File: src/sorted_set_insert_delete_lookup_unit_defines.svh
// ----------------------------------------------------------------------------
// sorted_set_insert_delete_lookup_unit_defines
// Assertion macros shared by the sorted set unit.
// Each macro takes a label, the clocked condition and a message.
// ----------------------------------------------------------------------------
`ifndef SORTED_SET_INSERT_DELETE_LOOKUP_UNIT_DEFINES_SVH
`define SORTED_SET_INSERT_DELETE_LOOKUP_UNIT_DEFINES_SVH

// Same-cycle implication, sampled on clk and disabled during reset.
`define SSET_ASSERT_IMPL(lbl, ante, cons, msg) \
	lbl: assert property (@(posedge clk) disable iff (!arst_n) (ante) |-> (cons)) \
		else $error(msg);

// Next-cycle implication.
`define SSET_ASSERT_NEXT(lbl, ante, cons, msg) \
	lbl: assert property (@(posedge clk) disable iff (!arst_n) (ante) |=> (cons)) \
		else $error(msg);

// Delayed implication, with the delay given by the n argument.
`define SSET_ASSERT_DELAY(lbl, ante, n, cons, msg) \
	lbl: assert property (@(posedge clk) disable iff (!arst_n) (ante) |-> ##n (cons)) \
		else $error(msg);

`endif

File: src/sset_pkg.sv
// ----------------------------------------------------------------------------
// sset_pkg
// Types, codes and constants shared by the sorted set unit and its cells.
// ----------------------------------------------------------------------------
package sset_pkg;

	localparam int CAPACITY_DEF = 256;
	localparam int VAL_W        = 32;
	localparam int ENTRY_W      = 9;
	localparam int FOUND_GROUP  = 64;

	localparam logic [1:0] OP_INSERT = 2'd0;
	localparam logic [1:0] OP_DELETE = 2'd1;
	localparam logic [1:0] OP_LOOKUP = 2'd2;

	localparam logic [1:0] STAT_OK        = 2'd0;
	localparam logic [1:0] STAT_FULL      = 2'd1;
	localparam logic [1:0] STAT_NOT_FOUND = 2'd2;

	typedef enum logic [3:0] {
		S_IDLE = 4'b0001,
		S_CMP  = 4'b0010,
		S_RED  = 4'b0100,
		S_UPD  = 4'b1000
	} sset_state_t;

	// Broadcast from the controller to every cell.
	typedef struct packed {
		logic                    cmp_en;
		logic                    ins_en;
		logic                    del_en;
		logic signed [VAL_W-1:0] key;
	} sset_ctl_t;

endpackage

File: src/sset_cell.sv
// ----------------------------------------------------------------------------
// sset_cell
// One slot of the sorted chain: holds a value, compares it with the broadcast
// key and shifts toward or away from its neighbors on insert and delete.
// ----------------------------------------------------------------------------
module sset_cell
	import sset_pkg::*;
#(
	parameter int IDX   = 0,
	parameter int CNT_W = 9
) (
	input  logic                    clk,
	input  logic                    arst_n,
	input  sset_ctl_t               ctl,
	input  logic [CNT_W-1:0]        count,
	input  logic                    left_lt,
	input  logic signed [VAL_W-1:0] left_val,
	input  logic signed [VAL_W-1:0] right_val,
	output logic signed [VAL_W-1:0] val,
	output logic                    lt,
	output logic                    eq
);

	logic signed [VAL_W-1:0] val_q;
	logic                    lt_q;
	logic                    eq_q;
	logic                    occupied;

	assign occupied = count > CNT_W'(IDX);

	always_ff @(posedge clk or negedge arst_n) begin
		if (!arst_n) begin
			lt_q <= 1'b0;
			eq_q <= 1'b0;
		end else if (ctl.cmp_en) begin
			lt_q <= occupied && (val_q < ctl.key);
			eq_q <= occupied && (val_q == ctl.key);
		end
	end

	// Cells below the insertion or deletion point keep their value.
	always_ff @(posedge clk) begin
		if (ctl.ins_en && !lt_q) begin
			val_q <= left_lt ? ctl.key : left_val;
		end else if (ctl.del_en && !lt_q) begin
			val_q <= right_val;
		end
	end

	assign val = val_q;
	assign lt  = lt_q;
	assign eq  = eq_q;

endmodule

File: config.mk
export PLATFORM = sky130hd
export DESIGN_NAME = sset_cell
export DESIGN_NICKNAME = d
export VERILOG_FILES = /design/src/sorted_set_insert_delete_lookup_unit_defines.svh /design/src/sset_pkg.sv /design/src/sset_cell.sv
export SDC_FILE = /design/constraint.sdc
export NUM_CORES = 1
export LEC_CHECK = 0
export BUFFER_PORTS_ARGS = -buffer_cell sky130_fd_sc_hd__clkbuf_2
export CAP_MARGIN = 20
export CORE_MARGIN = 4
export CORE_UTILIZATION = 40
export DETAILED_ROUTE_END_ITERATION = 16
export GPL_ROUTABILITY_DRIVEN = 0
export HOLD_SLACK_MARGIN = 0.1
export PLACE_DENSITY = 0.86
export SETUP_SLACK_MARGIN = 0.05
export SYNTH_ARGS = -nofsm -noshare
export SYNTH_HDL_FRONTEND = slang
export SYNTH_SLANG_ARGS = --single-unit
File: constraint.sdc
create_clock -name clk -period 2.2 [get_ports clk]
set_clock_uncertainty 0.05 [all_clocks]
set_input_delay 0.44 -clock clk [delete_from_list [all_inputs] [get_ports clk]]
set_output_delay 0.44 -clock clk [all_outputs]
set_load 0.005 [all_outputs]
After elaboration in Yosys (flattened, before gate mapping)
Index checks and enable logic that the tools add are counted.
{"block": "totals", "regBits": 34, "output_inout_bits": 34, "word_cells": 15}
{"block": "classes", "n_lt_le_gt_ge": 2, "eq_ne": 1, "mux": 3, "n_reduce_logical": 6}
{"op": "$mux W32", "count": 3}
{"op": "$eq A32 B32 Y1", "count": 1}
{"op": "$lt A32 B32 Y1", "count": 1}
{"op": "$gt A9 B1 Y1 const B", "count": 1}
{"op": "$logic_and A1 B1 Y1", "count": 4}
{"op": "$reduce_bool A2 Y1", "count": 1}
{"op": "$logic_not A1 Y1", "count": 1}

Logic depth before layout (Yosys ltp)
{"block": "logic_depth", "depth_word": 4, "mapped_depth": 8}

Least setup slack after synthesis
No wires, ideal clock.
{"block": "synth_path", "kind": "in2reg", "start": "input ctl[33] (netlist name)", "end": "register val_q[0], in the netlist val[0], enable pin", "setup_time_ps": 422, "arrival_ps": 1838, "required_time_ps": 1728, "path_slack_ps": -110, "cell_stages": 2, "cell_sequence": "nor2_1 -> nor2_1"}
{"block": "synth_between", "elab_chain_cells": 2}
{"item": "start: declaration", "line_no": "sset_cell.sv:14", "text": "input sset_ctl_t ctl,"}
{"item": "$logic_and A1 B1 Y1", "line_no": "sset_cell.sv:43", "text": "if (ctl.ins_en && !lt_q) begin"}
{"item": "$reduce_bool A2 Y1 (no line)"}
{"item": "end signal: assignment", "line_no": "sset_cell.sv:44", "text": "val_q <= left_lt ? ctl.key : left_val;"}
{"item": "end signal: assignment", "line_no": "sset_cell.sv:46", "text": "val_q <= right_val;"}
{"item": "end: declaration", "line_no": "sset_cell.sv:24", "text": "logic signed [VAL_W-1:0] val_q;"}
Every way passes these cells.
A chain may end at the register's enable or synchronous reset.

Worst setup path in the final report
{"block": "layout_path", "start": "register val_q[18], in the netlist val[18]", "end": "register lt_q, in the netlist lt"}
{"block": "layout_between", "elab_chain_cells": 2}
{"item": "$lt A32 B32 Y1", "line_no": "sset_cell.sv:36", "text": "lt_q <= occupied && (val_q < ctl.key);"}
{"item": "$logic_and A1 B1 Y1", "line_no": "sset_cell.sv:36"}
{"item": "end signal: assignment", "line_no": "sset_cell.sv:36"}
{"item": "end: declaration", "line_no": "sset_cell.sv:25", "text": "logic lt_q;"}
Every way passes these cells.

==> out/qor.yml <==
die_h_um: 88.2
synth.lib_cells_used.distinct: 31
finish.net_count: 561
place.detailed.hpwl_um: 5970
crit_path_start_kind: "flip-flop"
layout.cells.non_filler: 494
clk_latency_ns: 0.28
total_leakage_power_nw: 1.90
highest_net_fanout_along_the_worst_path: 2
detail_route.drc_violations: 0
net-switching-power_mw: 1.07
antenna-diode-count: 0
via_per_inst: 5.01
tcrit_tclk_final: 0.919
synth_async_sr_flop_share: 0.0588
grt_antenna_before_repair: 0
final-setup-viol-count: 0
synth-warning-count: 0
max_slew_margin: 0.685
netlist.area_leader.share: 0.374
syn_nets: 413
die_x_extent_um: 88.2
globalRouteOverflowTotal: 0
ios: 145
clk_root_buffer_cell: "clkbuf_8"
drtAntennaViolNets: 0
finalPower_mw: 2.86
required_ns: 2.34
p_comb_frac: 0.439
num_vias: 2475
die_area_mm2: 0.00777
drtPass1Iterations: 4
worst_ep_arrival_time_ns: 2.16
outcome: "finished, final reports clean"
row_count: 28
hold_viol: 0
wire_per_inst_um: 14.6
number_of_instances_in_the_synthesized_netlist: 270
number_of_synthesized_register_bits: 34
min_period_ns: 2.02
vias_in_the_first_global_route: 2561
setup_slack_ns: 0.178
hold_path_class: "input port to flip-flop"
dr.first_iter.drc_count: 60
synth_area_mm2: 0.00257
path_clk_slew_ns: 0.07
placed_cells: 485
groute.usage.overall: 0.187
timing.fmax_mhz: 495
timing.setup.tns_ns: 0
fp.coreArea_mm2: 0.00606
setup.worst_path.class: "flip-flop to flip-flop"
proportion_of_synthesized_chip_area_in_sequential_cells: 0.393
grt_start_max_net_pins: 39
power_density_mw_per_mm2: 815
cts-htree-levels: 2
start_util: 0.424
peakVddDrop_v: 0.000476
drt_wl_total_um: 7220
switching_share: 0.373
place_ws_ns: 0.0230
avgSynthCellArea_um2: 9.52
dominantRegCellSynth: "edfxtp_1"
cts_tree: "yes"
power.share.clock: 0.157
rsz0062_at_grt: "no"
synth_area_leaders: "edfxtp_1 37%, ha_1 16%, mux2i_1 12%"
grt_pass1_wl_um: 11400
internal_pwr_total_mw: 1.80
numPortBuffers: 144
sequentialPowerShare: 0.404
r2r_slack_ns: 0.18
slew_violations: 0
synth_edf_count: 32
worst_setup_path_end_kind: "flip-flop"
max_buffers_root_to_sink: 2
tightest_slew_ns: 0.470
tritoncts.num_buffers: 5
drv_cap: 0
synth_area_leader_cell: "edfxtp_1"
drive_gt1_frac: 0.389
post-route-util: 0.580
clock_sink_count: 34
syn2layout_area_growth_pct: 36.7
==> stage by stage <==
step	area (um2)	hold slack (ns)
2_1_floorplan	2570	0.0944
3_3_place_gp	3420	0.183
3_5_place_dp	3420	0.185
4_1_cts	3510	0.321
5_1_grt	3510	0.347
6_report	3510	0.332
==> cell usage in the layout (no fill, tap or decap) <==
| master | Yosys | layout |
|---|---|---|
| nand4_1 | 5 | 5 |
| nor2_4 | 0 | 1 |
| dfrtp_1 | 2 | 2 |
| dlygate4sd3_1 | 0 | 1 |
| nand3_1 | 4 | 4 |
| o221ai_1 | 1 | 1 |
| nand4_4 | 1 | 1 |
| o21a_1 | 1 | 1 |
| inv_2 | 1 | 1 |
| a21o_1 | 1 | 1 |
| or4_1 | 1 | 1 |
| o21ai_0 | 35 | 35 |
| o21ai_1 | 3 | 3 |
| o21bai_2 | 1 | 1 |
| nor4_4 | 1 | 1 |
| nand2_1 | 41 | 40 |
| o211ai_1 | 1 | 1 |
| nand2_2 | 0 | 1 |
| nor2b_1 | 1 | 1 |
| clkbuf_2 | 0 | 144 |
| edfxtp_1 | 32 | 32 |
| a311o_1 | 1 | 1 |
| buf_12 | 0 | 2 |
| nor3_1 | 3 | 3 |
| o41ai_1 | 1 | 1 |
| mux2i_1 | 32 | 32 |
| nor4_1 | 1 | 1 |
| inv_1 | 34 | 34 |
| buf_4 | 0 | 4 |
| ha_1 | 32 | 32 |
| a21oi_1 | 16 | 16 |
| clkbuf_8 | 0 | 5 |
| nand4_2 | 1 | 1 |
| a211oi_1 | 1 | 1 |
| nor2_1 | 5 | 4 |
| o211ai_2 | 1 | 1 |
| clkbuf_1 | 7 | 3 |
==> repair_timing <==
| item | CTS | global route |
|---|---|---|
| hold buffers | 1 | 0 |
| gates resized for setup | 0 | 0 |
| endpoints found under the hold margin | 2 | 0 |
| setup buffers | 0 | 0 |
| endpoints found under the setup margin | 0 | 1 |
==> worst max-delay path, stage by stage, from the launching register on <==
cell and delay [ns]:
edfxtp_1 0.42, ha_1 0.32, nand4_1 0.19, nor4_4 0.38, o211ai_2 0.13, a311o_1 0.37
o221ai_1 0.07
==> worst paths after layout <==
check	depth (start not counted)	endpoint	start
min in group asynchronous	2	eq	arst_n
max in group asynchronous	2	lt	arst_n
hold reg to reg	2	eq	eq
setup / recovery	6	lt	val[18]
setup reg to reg	6	lt	val[18]
hold / removal	2	eq	ctl[34]
==> final cells by class <==
type                            count  area [um2]
Fill cell                         545        2550
Multi-Input combinational cell    191        1400
Sequential cell                    34        1010
Timing Repair Buffer              151         801
Inverter                           35         131
Tap cell                           75        93.8
Clock buffer                        8        80.1
==> state kept, by name (all words and copies together) (netlist names) <==
name and flops:
val 32, eq 1, lt 1
==> synth_stat cells, drive strengths merged (2+ instances only) <==
cell / count
nor2: 5
o21ai: 38
nor4: 2
o211ai: 2
dfrtp: 2
nand2: 41
nand4: 7
ha: 32
edfxtp: 32
a21oi: 16
mux2i: 32
inv: 35
nor3: 3
nand3: 4
buf: 3
clkbuf: 7
==> power by group through the flow <==
stage	Sequential (mW)	Combinational, mW	Clock (mW)
2_1_floorplan	1.16	0.675	0
3_3_place_gp	1.15	1.22	0
3_5_place_dp	1.17	1.27	0
4_1_cts	1.16	1.28	0.466
5_1_grt	1.18	1.44	0.490
6_report	1.16	1.26	0.450
==> metal layers <==
metal	routed length (um)	up-vias	GRT usage	share of wire
li1	-	1261	-	-
met1	2800	1126	0.216	0.39
met2	3750	86	0.351	0.52
met3	650	2	0.0461	0.090
met4	20	0	0.0343	0.0028
met5	0	-	0	0
==> cell families after synthesis <==
logic type / after synthesis / share of synthesized area
flip-flops: 34 / 0.393
multiplexers: 32 / 0.125
AND/OR/NAND/NOR: 64 / 0.122
adder cells (fa/ha/maj): 32 / 0.156
buffers and inverters: 45 / 0.0672
AO/OA/AOI/OAI: 63 / 0.137
No activity file was read; power rests on OpenSTA's default activity.
