===== src/sorted_set_insert_delete_lookup_unit_defines.svh =====
// ----------------------------------------------------------------------------
// sorted_set_insert_delete_lookup_unit_defines
// Assertion macros shared by the sorted set unit.
// Each macro takes a label, the clocked condition and a message.
// ----------------------------------------------------------------------------
`ifndef SORTED_SET_INSERT_DELETE_LOOKUP_UNIT_DEFINES_SVH
`define SORTED_SET_INSERT_DELETE_LOOKUP_UNIT_DEFINES_SVH

// Same-cycle implication, sampled on clk and disabled during reset.
`define SSET_ASSERT_IMPL(lbl, ante, cons, msg) \
	lbl: assert property (@(posedge clk) disable iff (!arst_n) (ante) |-> (cons)) \
		else $error(msg);

// Next-cycle implication.
`define SSET_ASSERT_NEXT(lbl, ante, cons, msg) \
	lbl: assert property (@(posedge clk) disable iff (!arst_n) (ante) |=> (cons)) \
		else $error(msg);

// Delayed implication, with the delay given by the n argument.
`define SSET_ASSERT_DELAY(lbl, ante, n, cons, msg) \
	lbl: assert property (@(posedge clk) disable iff (!arst_n) (ante) |-> ##n (cons)) \
		else $error(msg);

`endif


===== src/sset_pkg.sv =====
// ----------------------------------------------------------------------------
// sset_pkg
// Types, codes and constants shared by the sorted set unit and its cells.
// ----------------------------------------------------------------------------
package sset_pkg;

	localparam int CAPACITY_DEF = 256;
	localparam int VAL_W        = 32;
	localparam int ENTRY_W      = 9;
	localparam int FOUND_GROUP  = 64;

	localparam logic [1:0] OP_INSERT = 2'd0;
	localparam logic [1:0] OP_DELETE = 2'd1;
	localparam logic [1:0] OP_LOOKUP = 2'd2;

	localparam logic [1:0] STAT_OK        = 2'd0;
	localparam logic [1:0] STAT_FULL      = 2'd1;
	localparam logic [1:0] STAT_NOT_FOUND = 2'd2;

	typedef enum logic [3:0] {
		S_IDLE = 4'b0001,
		S_CMP  = 4'b0010,
		S_RED  = 4'b0100,
		S_UPD  = 4'b1000
	} sset_state_t;

	// Broadcast from the controller to every cell.
	typedef struct packed {
		logic                    cmp_en;
		logic                    ins_en;
		logic                    del_en;
		logic signed [VAL_W-1:0] key;
	} sset_ctl_t;

endpackage


===== src/sset_found_tree.sv =====
// ----------------------------------------------------------------------------
// sset_found_tree
// Registered OR reduction of the per-cell match flags into one found bit.
// ----------------------------------------------------------------------------
module sset_found_tree
	import sset_pkg::*;
#(
	parameter int CAPACITY = CAPACITY_DEF
) (
	input  logic                clk,
	input  logic [CAPACITY-1:0] eq,
	output logic                found
);

	localparam int NUM_GROUPS = (CAPACITY + FOUND_GROUP - 1) / FOUND_GROUP;
	localparam int PAD_W      = NUM_GROUPS * FOUND_GROUP;

	logic [PAD_W-1:0]      eq_pad;
	logic [NUM_GROUPS-1:0] grp_q;

	assign eq_pad = PAD_W'(eq);

	always_ff @(posedge clk) begin
		for (int g = 0; g < NUM_GROUPS; g++) begin
			grp_q[g] <= |eq_pad[g*FOUND_GROUP +: FOUND_GROUP];
		end
	end

	assign found = |grp_q;

endmodule


===== config.mk =====
export PLATFORM = sky130hd
export DESIGN_NAME = sset_found_tree
export DESIGN_NICKNAME = d
export VERILOG_FILES = /design/src/sorted_set_insert_delete_lookup_unit_defines.svh /design/src/sset_pkg.sv /design/src/sset_found_tree.sv
export SDC_FILE = /design/constraint.sdc
export NUM_CORES = 1
export LEC_CHECK = 0
export BUFFER_PORTS_ARGS = -buffer_cell sky130_fd_sc_hd__buf_2
export CAP_MARGIN = 20
export CORE_AREA = 2 2 100 102
export CTS_CLUSTER_SIZE = 25
export DETAILED_ROUTE_END_ITERATION = 10
export DIE_AREA = 0 0 102 104
export GPL_ROUTABILITY_DRIVEN = 0
export PLACE_DENSITY_LB_ADDON = 0.15
export RECOVER_POWER = 100
export SETUP_SLACK_MARGIN = 0.05
export SKIP_CTS_REPAIR_TIMING = 1
export SYNTH_ARGS = -nofsm -noshare
export SYNTH_HDL_FRONTEND = slang
export SYNTH_SLANG_ARGS = --single-unit
export TNS_END_PERCENT = 30

===== constraint.sdc =====
create_clock -name clk -period 1.2 [get_ports clk]
set_input_delay 0.24 -clock clk [delete_from_list [all_inputs] [get_ports clk]]
set_output_delay 0.24 -clock clk [all_outputs]
set_load 0.01 [all_outputs]

# After elaboration in Yosys (flattened, before gate mapping)

Index checks and enable logic that the tools add are counted.

Flip-flop bits (word level): 4
Input bits: 257
Output and inout port bits: 1
Logic and storage cells: 6

Reductions and logical operators: 5

Operator list:

| cell                | number |
|---|---|
| 64-bit OR reduction | 4 |
| 4-bit OR reduction  | 1 |

# Depth between registers and ports, before layout

Gate-level depths: netlist (run 1).

Word-level depth: 1
Mapped depth: 3
Mapped depth without buffers: 3

# Worst setup path after synthesis (run 1)

No wires, ideal clock.

Path kind: input to register
From: input port eq[4]
To: register grp_q[0]
Setup time: 0.134 ns
Data arrival time: 1.084 ns
Slack: -0.018 ns
Cell stages on the path: 3
Path buffers: 0
Cells stage by stage: nor4_1 > nand4_1 > or4_1

Cells in the longest elaborated chain, start to end: 1

Ends and longest elaborated chain:

| element                         | line                  | text |
|---|---|---|
| from (decl)                     | sset_found_tree.sv:11 | `input logic [CAPACITY-1:0] eq,` |
| 64-bit OR reduction             | sset_found_tree.sv:25 | `grp_q[g] <= \|eq_pad[g*FOUND_GROUP +: FOUND_GROUP];` |
| to (signal, indexed assignment) | sset_found_tree.sv:25 |  |
| to (decl)                       | sset_found_tree.sv:19 | `logic [NUM_GROUPS-1:0] grp_q;` |

Every way passes these cells.

# Worst setup path after layout (run 1)

From: register grp_q[1]
To: output port found

Cells in the longest elaborated chain, start to end: 1

Ends and longest elaborated chain:

| element            | line                  | text |
|---|---|---|
| 4-bit OR reduction | sset_found_tree.sv:29 | `assign found = \|grp_q;` |
| to (decl)          | sset_found_tree.sv:12 | `output logic found` |

Every way passes these cells.

==> flow_summary.yaml, run 1 <==
floorplanning:
  die_x_um: 102
  placeableCoreArea_um2: 9550
  dieArea_um2: 10600
  num_rows: 36
  ios: 258
  dieHeight_um: 104
  initial_core_util_pct: 6.73
worst_setup_path:
  required_ns: 0.96
  endpoint_kind: "output port"
  cp_top_family: "simple AND/OR/NAND/NOR gates"
  path_cells: "or4_4 > buf_6"
  critPathSlowestCell: "or4_4"
  critPathLaunchType: "flip-flop"
  crit_buf_inv: 1
  path_max_fanout: 1
  critPathArrivalTime_ns: 1.17
  critPathKind: "flip-flop to output port"
  slowest_delay_ns: 0.53
timing:
  setup_viol: 3
  final_hold_viol_count: 0
  fin_crit_ns: 1.41
  fin_ws_ns: -0.209
  fmax_ghz: 0.710
  max_slew_margin_pct: 80.3
  worst_pin_slew_ns: 0.293
  rsz0062_at_grt: "yes"
  finalMaxSlewViolations: 0
  fin_crit_sh_pct: 117
yosys:
  synthSimpleGateAreaFrac_pct: 87.5
  syn_nets: 346
  synth_mux_area_share_pct: 0
  avgSynthCellArea_um2: 7.23
  yosys.area_share.adder_pct: 0
  synth.distinct_cells: 5
  ys_warn_count: 0
  ys_ff_latch: 4
  synthXorXnorAreaFrac_pct: 0
  syn_area_um2: 643
  synth_compound_gate_area_share_pct: 0
  ys_seq_area_share_pct: 12.5
  synth_top_family_by_area: "simple AND/OR/NAND/NOR gates"
  synthCells: 89
layout:
  drive_above_1_share_pct: 86.3
  reg_top3: "grp_q (4)"
  largest_reg_flops: 4
  area_growth_pct: 282
  final_nets: 609
  stdcell_count: 483
  max_flop_register: "grp_q"
  postLayoutCoreUtil_pct: 25.8
  antenna_cells: 0
placement:
  port_buffers: 257
  hpwl_um: 5450
  dp.cells: 480
detailed_routing:
  drtIter0Drc: 35
  avgViaCountPerCell: 3.97
  vias: 1919
  routed_wl_um: 5730
  drc_errors: 0
  routedWlPerCell_um: 11.9
  antenna_left: 0
  dr.pass1.iters: 4
cts:
  h-tree-depth: 1
  clk_pin_slew_ns: 0.04
  cts_buffers: 3
  tritoncts: "done"
  cts_buffer_depth: 2
  cts.sinks: 4
  cts_root_buffer: "clkbuf_8"
global_route:
  antenna_found_initial: 0
  grt_max_degree: 3
  grt_usage_pct: 9.59
  grt_pass1_wl_um: 8010
  grt_overflow: 0
  first_global_vias: 1896
worst_hold_path:
  holdCritPathClass: "primary input to flip-flop"
pwr:
  max-vdd-ir-drop_mv: 0.160
  powerDensity_nw_per_um2: 397
  leakage_nw: 1.14
  total_power_mw: 0.977
status:
  violations: "setup timing"
  outcome: "finished with violations"
flow_run:
  maxCapViolations: 0
## cells in the mapped netlist
library cell	n	area share [%]
dfxtp_1	4	12
nor4_1	60	58
nand4_1	16	16
or4_1	5	5.8
nor4_2	4	7.8
## area by class of cell
| cell class | count | area (um^2) |
|---|---|---|
| tap | 133 | 166 |
| clock buffer | 3 | 41.3 |
| timing repair buffer | 258 | 1300 |
| fill | 1074 | 7090 |
| sequential | 4 | 81.3 |
| multi-input combinational | 85 | 871 |
## metrics by stage
stage                     TNS [ns]  worst slack, ns  cell area [um^2]  hold slack [ns]
after floorplan            -0.0278         -0.00695               853            0.413
after global placement       -1.19           -0.343              2310            0.537
after detailed placement     -1.23           -0.339              2310            0.532
after CTS                   -0.537           -0.244              2350            0.294
after global routing        -0.450           -0.230              2460            0.324
final                       -0.294           -0.209              2460            0.299
## path summary, 6_finish.rpt
check,start,to,slack (ns),cells past startpoint
max,grp_q[1],found,-0.21,2
min,eq[209],grp_q[3],0.30,4
## metal layers
metal	share of wire, %	up-vias	global-route usage (%)
met5	0	-	0
met4	0.54	0	2.29
met3	9.9	2	1.48
met2	55	130	19.8
met1	35	828	9.57
li1	-	959	-
## layout by cell type (no fill, tap or decap)
cell	n
nor4_1	26
buf_2	256
clkbuf_8	3
or4_4	2
nor4_2	28
dfxtp_1	3
or4_1	3
nor4_4	10
dfxtp_2	1
buf_6	1
nand4_1	16
buf_4	1
## cell families (layout without fill, tap and decap cells)
kind of cell,after synthesis,after routing
simple gates,85,85
flops,4,4
buf+inv,0,261
## report_power, final
part           switching, mW  internal, mW
logic                  0.211         0.342
registers                  0         0.134
clock network         0.0756         0.214
Power figures use the tool's default switching activity.
==> run 2, diff against run 1 <==
--- a/config.mk
+++ b/config.mk
@@ -8,6 +8,7 @@
 export BUFFER_PORTS_ARGS = -buffer_cell sky130_fd_sc_hd__buf_2
 export CAP_MARGIN = 20
 export CORE_AREA = 2 2 100 102
+export CTS_BUF_LIST = sky130_fd_sc_hd__clkbuf_4
 export CTS_CLUSTER_SIZE = 25
 export DETAILED_ROUTE_END_ITERATION = 10
 export DIE_AREA = 0 0 102 104
==> run 2 against run 1 <==
Sequential share of layout area about the same; non-clock buffer count unchanged; routed wire length about the same; combinational power about the same; first-iteration DRC count down 8.6%; largest power group unchanged; critical endpoint unchanged; fmax down 1.7%; total power down 11%; the run still ends with setup timing left; highest routed layer unchanged; die area unchanged; setup slack worse by 0.025 ns.
==> flow_summary.yaml, run 2 (synthesized netlist as in run 1, its figures left out) <==
status:
  outcome: "finished with violations"
  violations: "setup timing"
worst_hold_path:
  holdCritPathClass: "primary input to flip-flop"
  holdPathStages: 4
worst_setup_path:
  endpoint_kind: "output port"
  critPathSlowestCell: "or4_4"
  cp-endpoint: "found"
  critPathArrivalTime_ns: 1.19
  path_max_fanout: 1
  cp_top_family: "simple AND/OR/NAND/NOR gates"
  crit_buf_inv: 1
  slowest_delay_ns: 0.53
  worstSetupStartpoint: "grp_q[1]"
  path_cells: "or4_4 > buf_6"
  critPathLaunchType: "flip-flop"
  critPathKind: "flip-flop to output port"
  required_ns: 0.96
  path_depth: 2
timing:
  fin_setup_tns_ns: -0.271
  finalMaxSlewViolations: 0
  max_slew_margin_pct: 80.3
  fin_ws_ns: -0.234
  worst_pin_slew_ns: 0.293
  fin_crit_ns: 1.43
  fin_hold_ws_ns: 0.270
  fin_crit_sh_pct: 119
  final_hold_viol_count: 0
  setup_viol: 3
  fmax_ghz: 0.698
  rsz0062_at_grt: "yes"
layout:
  area_growth_pct: 280
  drive_above_1_share_pct: 86.3
  final_nets: 609
  max_flop_register: "grp_q"
  layout_common_cells: "buf_2 (256), nor4_2 (28), nor4_1 (26), nand4_1 (16), nor4_4 (10)"
  layout_commonest_cell: "buf_2"
  antenna_cells: 0
  stdcell_count: 483
  finalInstanceArea_um2: 2440
  reg_top3: "grp_q (4)"
  largest_reg_flops: 4
  n_fill_cell: 1074
cts:
  cts_buffer_depth: 2
  cts.sinks: 4
  cts_buffers: 3
  tritoncts: "done"
  clk_pin_slew_ns: 0.05
  cts_root_buffer: "clkbuf_4"
  h-tree-depth: 1
placement:
  post-place-ws_ns: -0.339
  dp.cells: 480
  hpwl_um: 5450
  port_buffers: 257
  place_area_um2: 2310
detailed_routing:
  routedWlPerCell_um: 11.9
  vias: 1924
  avgViaCountPerCell: 3.98
  antenna_left: 0
  drtIter0Drc: 32
  routed_wl_um: 5730
  drc_errors: 0
  dr.pass1.iters: 4
global_route:
  first_global_vias: 1899
  grt_overflow: 0
  grt_usage_pct: 9.61
  grt_max_degree: 3
  grt_pass1_wl_um: 8020
  antenna_found_initial: 0
flow_run:
  maxCapViolations: 0
pwr:
  max-vdd-ir-drop_mv: 0.104
  leakage_nw: 1.13
  powerDensity_nw_per_um2: 357
floorplanning:
  ios: 258
  num_rows: 36
  dieArea_um2: 10600
  placeableCoreArea_um2: 9550
  die_x_um: 102
  dieHeight_um: 104
  initial_core_util_pct: 6.73
==> run 2: stage by stage <==
stage                     util (%)  power [mW]
final                         25.6       0.871
after global routing          25.6       0.952
after CTS                     24.5       0.864
after detailed placement      24.2       0.661
after global placement        24.2       0.656
after floorplan                  -       0.192
==> run 2: metal layers <==
layer	wire length (um)	global-route usage, %	up-vias
li1	-	-	959
met1	1980	9.61	827
met2	3140	19.8	134
met3	577	1.48	4
met4	42	2.29	0
met5	0	0	-
==> run 2: cell type report <==
| cell class | instances | area (um^2) | share of cell area, % |
|---|---|---|---|
| Timing Repair Buffer | 258 | 1300 | 53.3 |
| Multi-Input combinational cell | 85 | 871 | 35.7 |
| Tap cell | 133 | 166 | 6.82 |
| Sequential cell | 4 | 81.3 | 3.33 |
| Clock buffer | 3 | 22.5 | 0.923 |
==> run 2: worst min-delay path: cells and delay by family <==
kind / cells / cell delay (ns)
buf+inv: 1 / 0.07
simple gates: 3 / 0.18
==> run 2: worst min path at each step <==
stage	startpoint	to	slack, ns
floorplan	eq[43]	grp_q[0]	0.41
global placement	eq[150]	grp_q[2]	0.54
detailed placement	eq[150]	grp_q[2]	0.53
CTS	eq[150]	grp_q[2]	0.26
global route	eq[219]	grp_q[3]	0.29
finish	eq[209]	grp_q[3]	0.27
==> run 2: report_power, final <==
group	internal, mW	switching (mW)	total, mW
Sequential	0.133	0	0.133
Clock	0.113	0.0712	0.184
Combinational	0.342	0.211	0.553
Total	0.588	0.282	0.871
==> run 3, diff against run 2 <==
--- a/config.mk
+++ b/config.mk
@@ -5,6 +5,7 @@
 export SDC_FILE = /design/constraint.sdc
 export NUM_CORES = 1
 export LEC_CHECK = 0
+export ABC_AREA = 1
 export BUFFER_PORTS_ARGS = -buffer_cell sky130_fd_sc_hd__buf_2
 export CAP_MARGIN = 20
 export CORE_AREA = 2 2 100 102
==> run 3 against run 2 <==
The flow now finishes without violations; clock power decreased by 4%; sequential share of layout area decreased by 0.099 points; non-clock buffer count decreased by 1; die area unchanged; sequential power about the same; fmax increased by 30%; critical path depth increased by 1; synthesized cell count increased to 2.9 times the previous value; hold slack improved by 0.069 ns; count of clock-buffer cells in the layout unchanged; synthesized area increased by 61%; critical endpoint unchanged.
==> flow_summary.yaml, run 3 <==
cts:
  h-tree-depth: 1
  clk_pin_slew_ns: 0.04
  cts_buffers: 3
  cts.sinks: 4
  cts_buffer_depth: 2
  tritoncts: "done"
  cts_root_buffer: "clkbuf_4"
global_route:
  grt_overflow: 0
  first_global_vias: 2250
  grt_max_degree: 3
  grt_pass1_wl_um: 8960
  grt_usage_pct: 10.5
  antenna_found_initial: 1
yosys:
  synth_common_cells: "nor2_1 (170), nand2_1 (85), dfxtp_1 (4)"
  synthCells: 259
  ys_warn_count: 0
  syn_nets: 516
  synth_edf_count: 0
  synthTopCellsByArea: "nor2_1 (62%), nand2_1 (31%), dfxtp_1 (7.7%)"
  netlist.area_leader.share_pct: 61.5
  synth_top_cell_by_area: "nor2_1"
  ys_ff_latch: 4
  synthArstFlopShare_pct: 0
  synth_flop_cell: "dfxtp_1"
  syn_area_um2: 1040
  synth_most_common_cell: "nor2_1"
  avgSynthCellArea_um2: 4.00
  synth.distinct_cells: 3
  ys_seq_area_share_pct: 7.72
floorplanning:
  die_x_um: 102
  initial_core_util_pct: 10.9
  ios: 258
  dieHeight_um: 104
  dieArea_um2: 10600
  placeableCoreArea_um2: 9550
  num_rows: 36
detailed_routing:
  dr.pass1.iters: 4
  routedWlPerCell_um: 9.06
  drtIter0Drc: 43
  vias: 2314
  antenna_left: 0
  routed_wl_um: 5910
  drc_errors: 0
  avgViaCountPerCell: 3.54
placement:
  dp.cells: 649
  place_area_um2: 2490
  port_buffers: 257
  hpwl_um: 5610
worst_setup_path:
  required_ns: 0.96
  path_max_fanout: 1
  critPathArrivalTime_ns: 0.87
  critPathKind: "flip-flop to output port"
  critPathLaunchType: "flip-flop"
  critPathSlowestCell: "dfxtp_2"
  endpoint_kind: "output port"
  path_cells: "nor2_1 > nand2_1 > buf_2"
  slowest_delay_ns: 0.32
pwr:
  powerDensity_nw_per_um2: 335
  max-vdd-ir-drop_mv: 0.116
  leakage_nw: 1.37
layout:
  drive_above_1_share_pct: 50.3
  final_nets: 778
  reg_top3: "grp_q (4)"
  stdcell_count: 653
  area_growth_pct: 143
  layout_common_cells: "buf_2 (257), nor2_1 (170), nand2_1 (85), clkbuf_4 (3), dfxtp_1 (3)"
  multi_input_area_um2: 957
  ff_latch_area_um2: 81.3
  finalInstanceArea_um2: 2520
  n_fill_cell: 1120
  layout_commonest_cell: "buf_2"
  max_flop_register: "grp_q"
  largest_reg_flops: 4
  postLayoutCoreUtil_pct: 26.3
timing:
  fin_crit_ns: 1.11
  max_slew_margin_pct: 85.1
  fmax_ghz: 0.904
  setup_viol: 0
  fin_setup_tns_ns: 0
  finalMaxSlewViolations: 0
  worst_pin_slew_ns: 0.223
  rsz0062_at_grt: "yes"
  final_hold_viol_count: 0
  fin_crit_sh_pct: 92.1
worst_hold_path:
  worstHoldEndpoint: "grp_q[0]"
  holdCritPathClass: "primary input to flip-flop"
  holdPathStages: 7
  worstHoldStart: "eq[20]"
status:
  outcome: "completed"
flow_run:
  maxCapViolations: 0
-- run 3: layout make-up --
type | count | share of cell area, %
repair buffers | 257 | 51.1
multi-input cells | 255 | 38.0
well taps | 133 | 6.61
flip-flops and latches | 4 | 3.23
clock buffers | 3 | 0.895
diodes | 1 | 0.0995
-- run 3: report_power, final --
part / switching (mW) / internal, mW / total [mW] / leakage [nW]
sequential: 0 / 0.133 / 0.133 / 0.0319
combinational: 0.182 / 0.350 / 0.532 / 1.33
clock: 0.0648 / 0.113 / 0.177 / 0.0138
total: 0.247 / 0.596 / 0.843 / 1.37
-- run 3: stage by stage --
| step | power (mW) | hold WS, ns | setup WS (ns) |
|---|---|---|---|
| 3_3_place_gp | 0.671 | 0.582 | 0.108 |
| 5_1_grt | 0.945 | 0.359 | 0.0239 |
| 4_1_cts | 0.869 | 0.332 | 0.0892 |
| 2_1_floorplan | 0.257 | 0.468 | 0.445 |
| 3_5_place_dp | 0.672 | 0.587 | 0.124 |
| 6_report | 0.843 | 0.339 | 0.0943 |
-- run 3: how the worst max path moves through the flow --
| stage | startpoint | to | slack, ns | cells after the start |
|---|---|---|---|---|
| 6_report | grp_q[2] | found | 0.09 | 3 |
| 5_1_grt | grp_q[2] | found | 0.02 | 3 |
| 4_1_cts | grp_q[2] | found | 0.09 | 3 |
| 3_5_place_dp | eq[57] | grp_q[0] | 0.12 | 7 |
| 3_3_place_gp | eq[57] | grp_q[0] | 0.11 | 7 |
| 2_1_floorplan | eq[63] | grp_q[0] | 0.44 | 6 |
-- run 3: layer usage --
layer  global-route usage [%]  vias to the layer above  wire length (um)
li1                         -                     1300                 -
met1                     9.54                      867              2090
met2                     21.6                      139              3080
met3                     2.62                        8               626
met4                     3.62                        0               123
met5                        0                        -                 0
-- run 3: cells by family (layout without fill, tap and decap cells) --
kind of cell  Yosys count  count (layout)  synth area share (%)
buf+inv                 0             260                     0
flops                   4               4                  7.72
other cells             0               1                     0
simple gates          255             255                  92.3
-- run 3: critical path, delay by kind of cell, from the launching register on --
family | cells | cell delay (ns)
buffers and inverters | 1 | 0.14
flip-flops | 1 | 0.32
AND/OR/NAND/NOR | 2 | 0.18
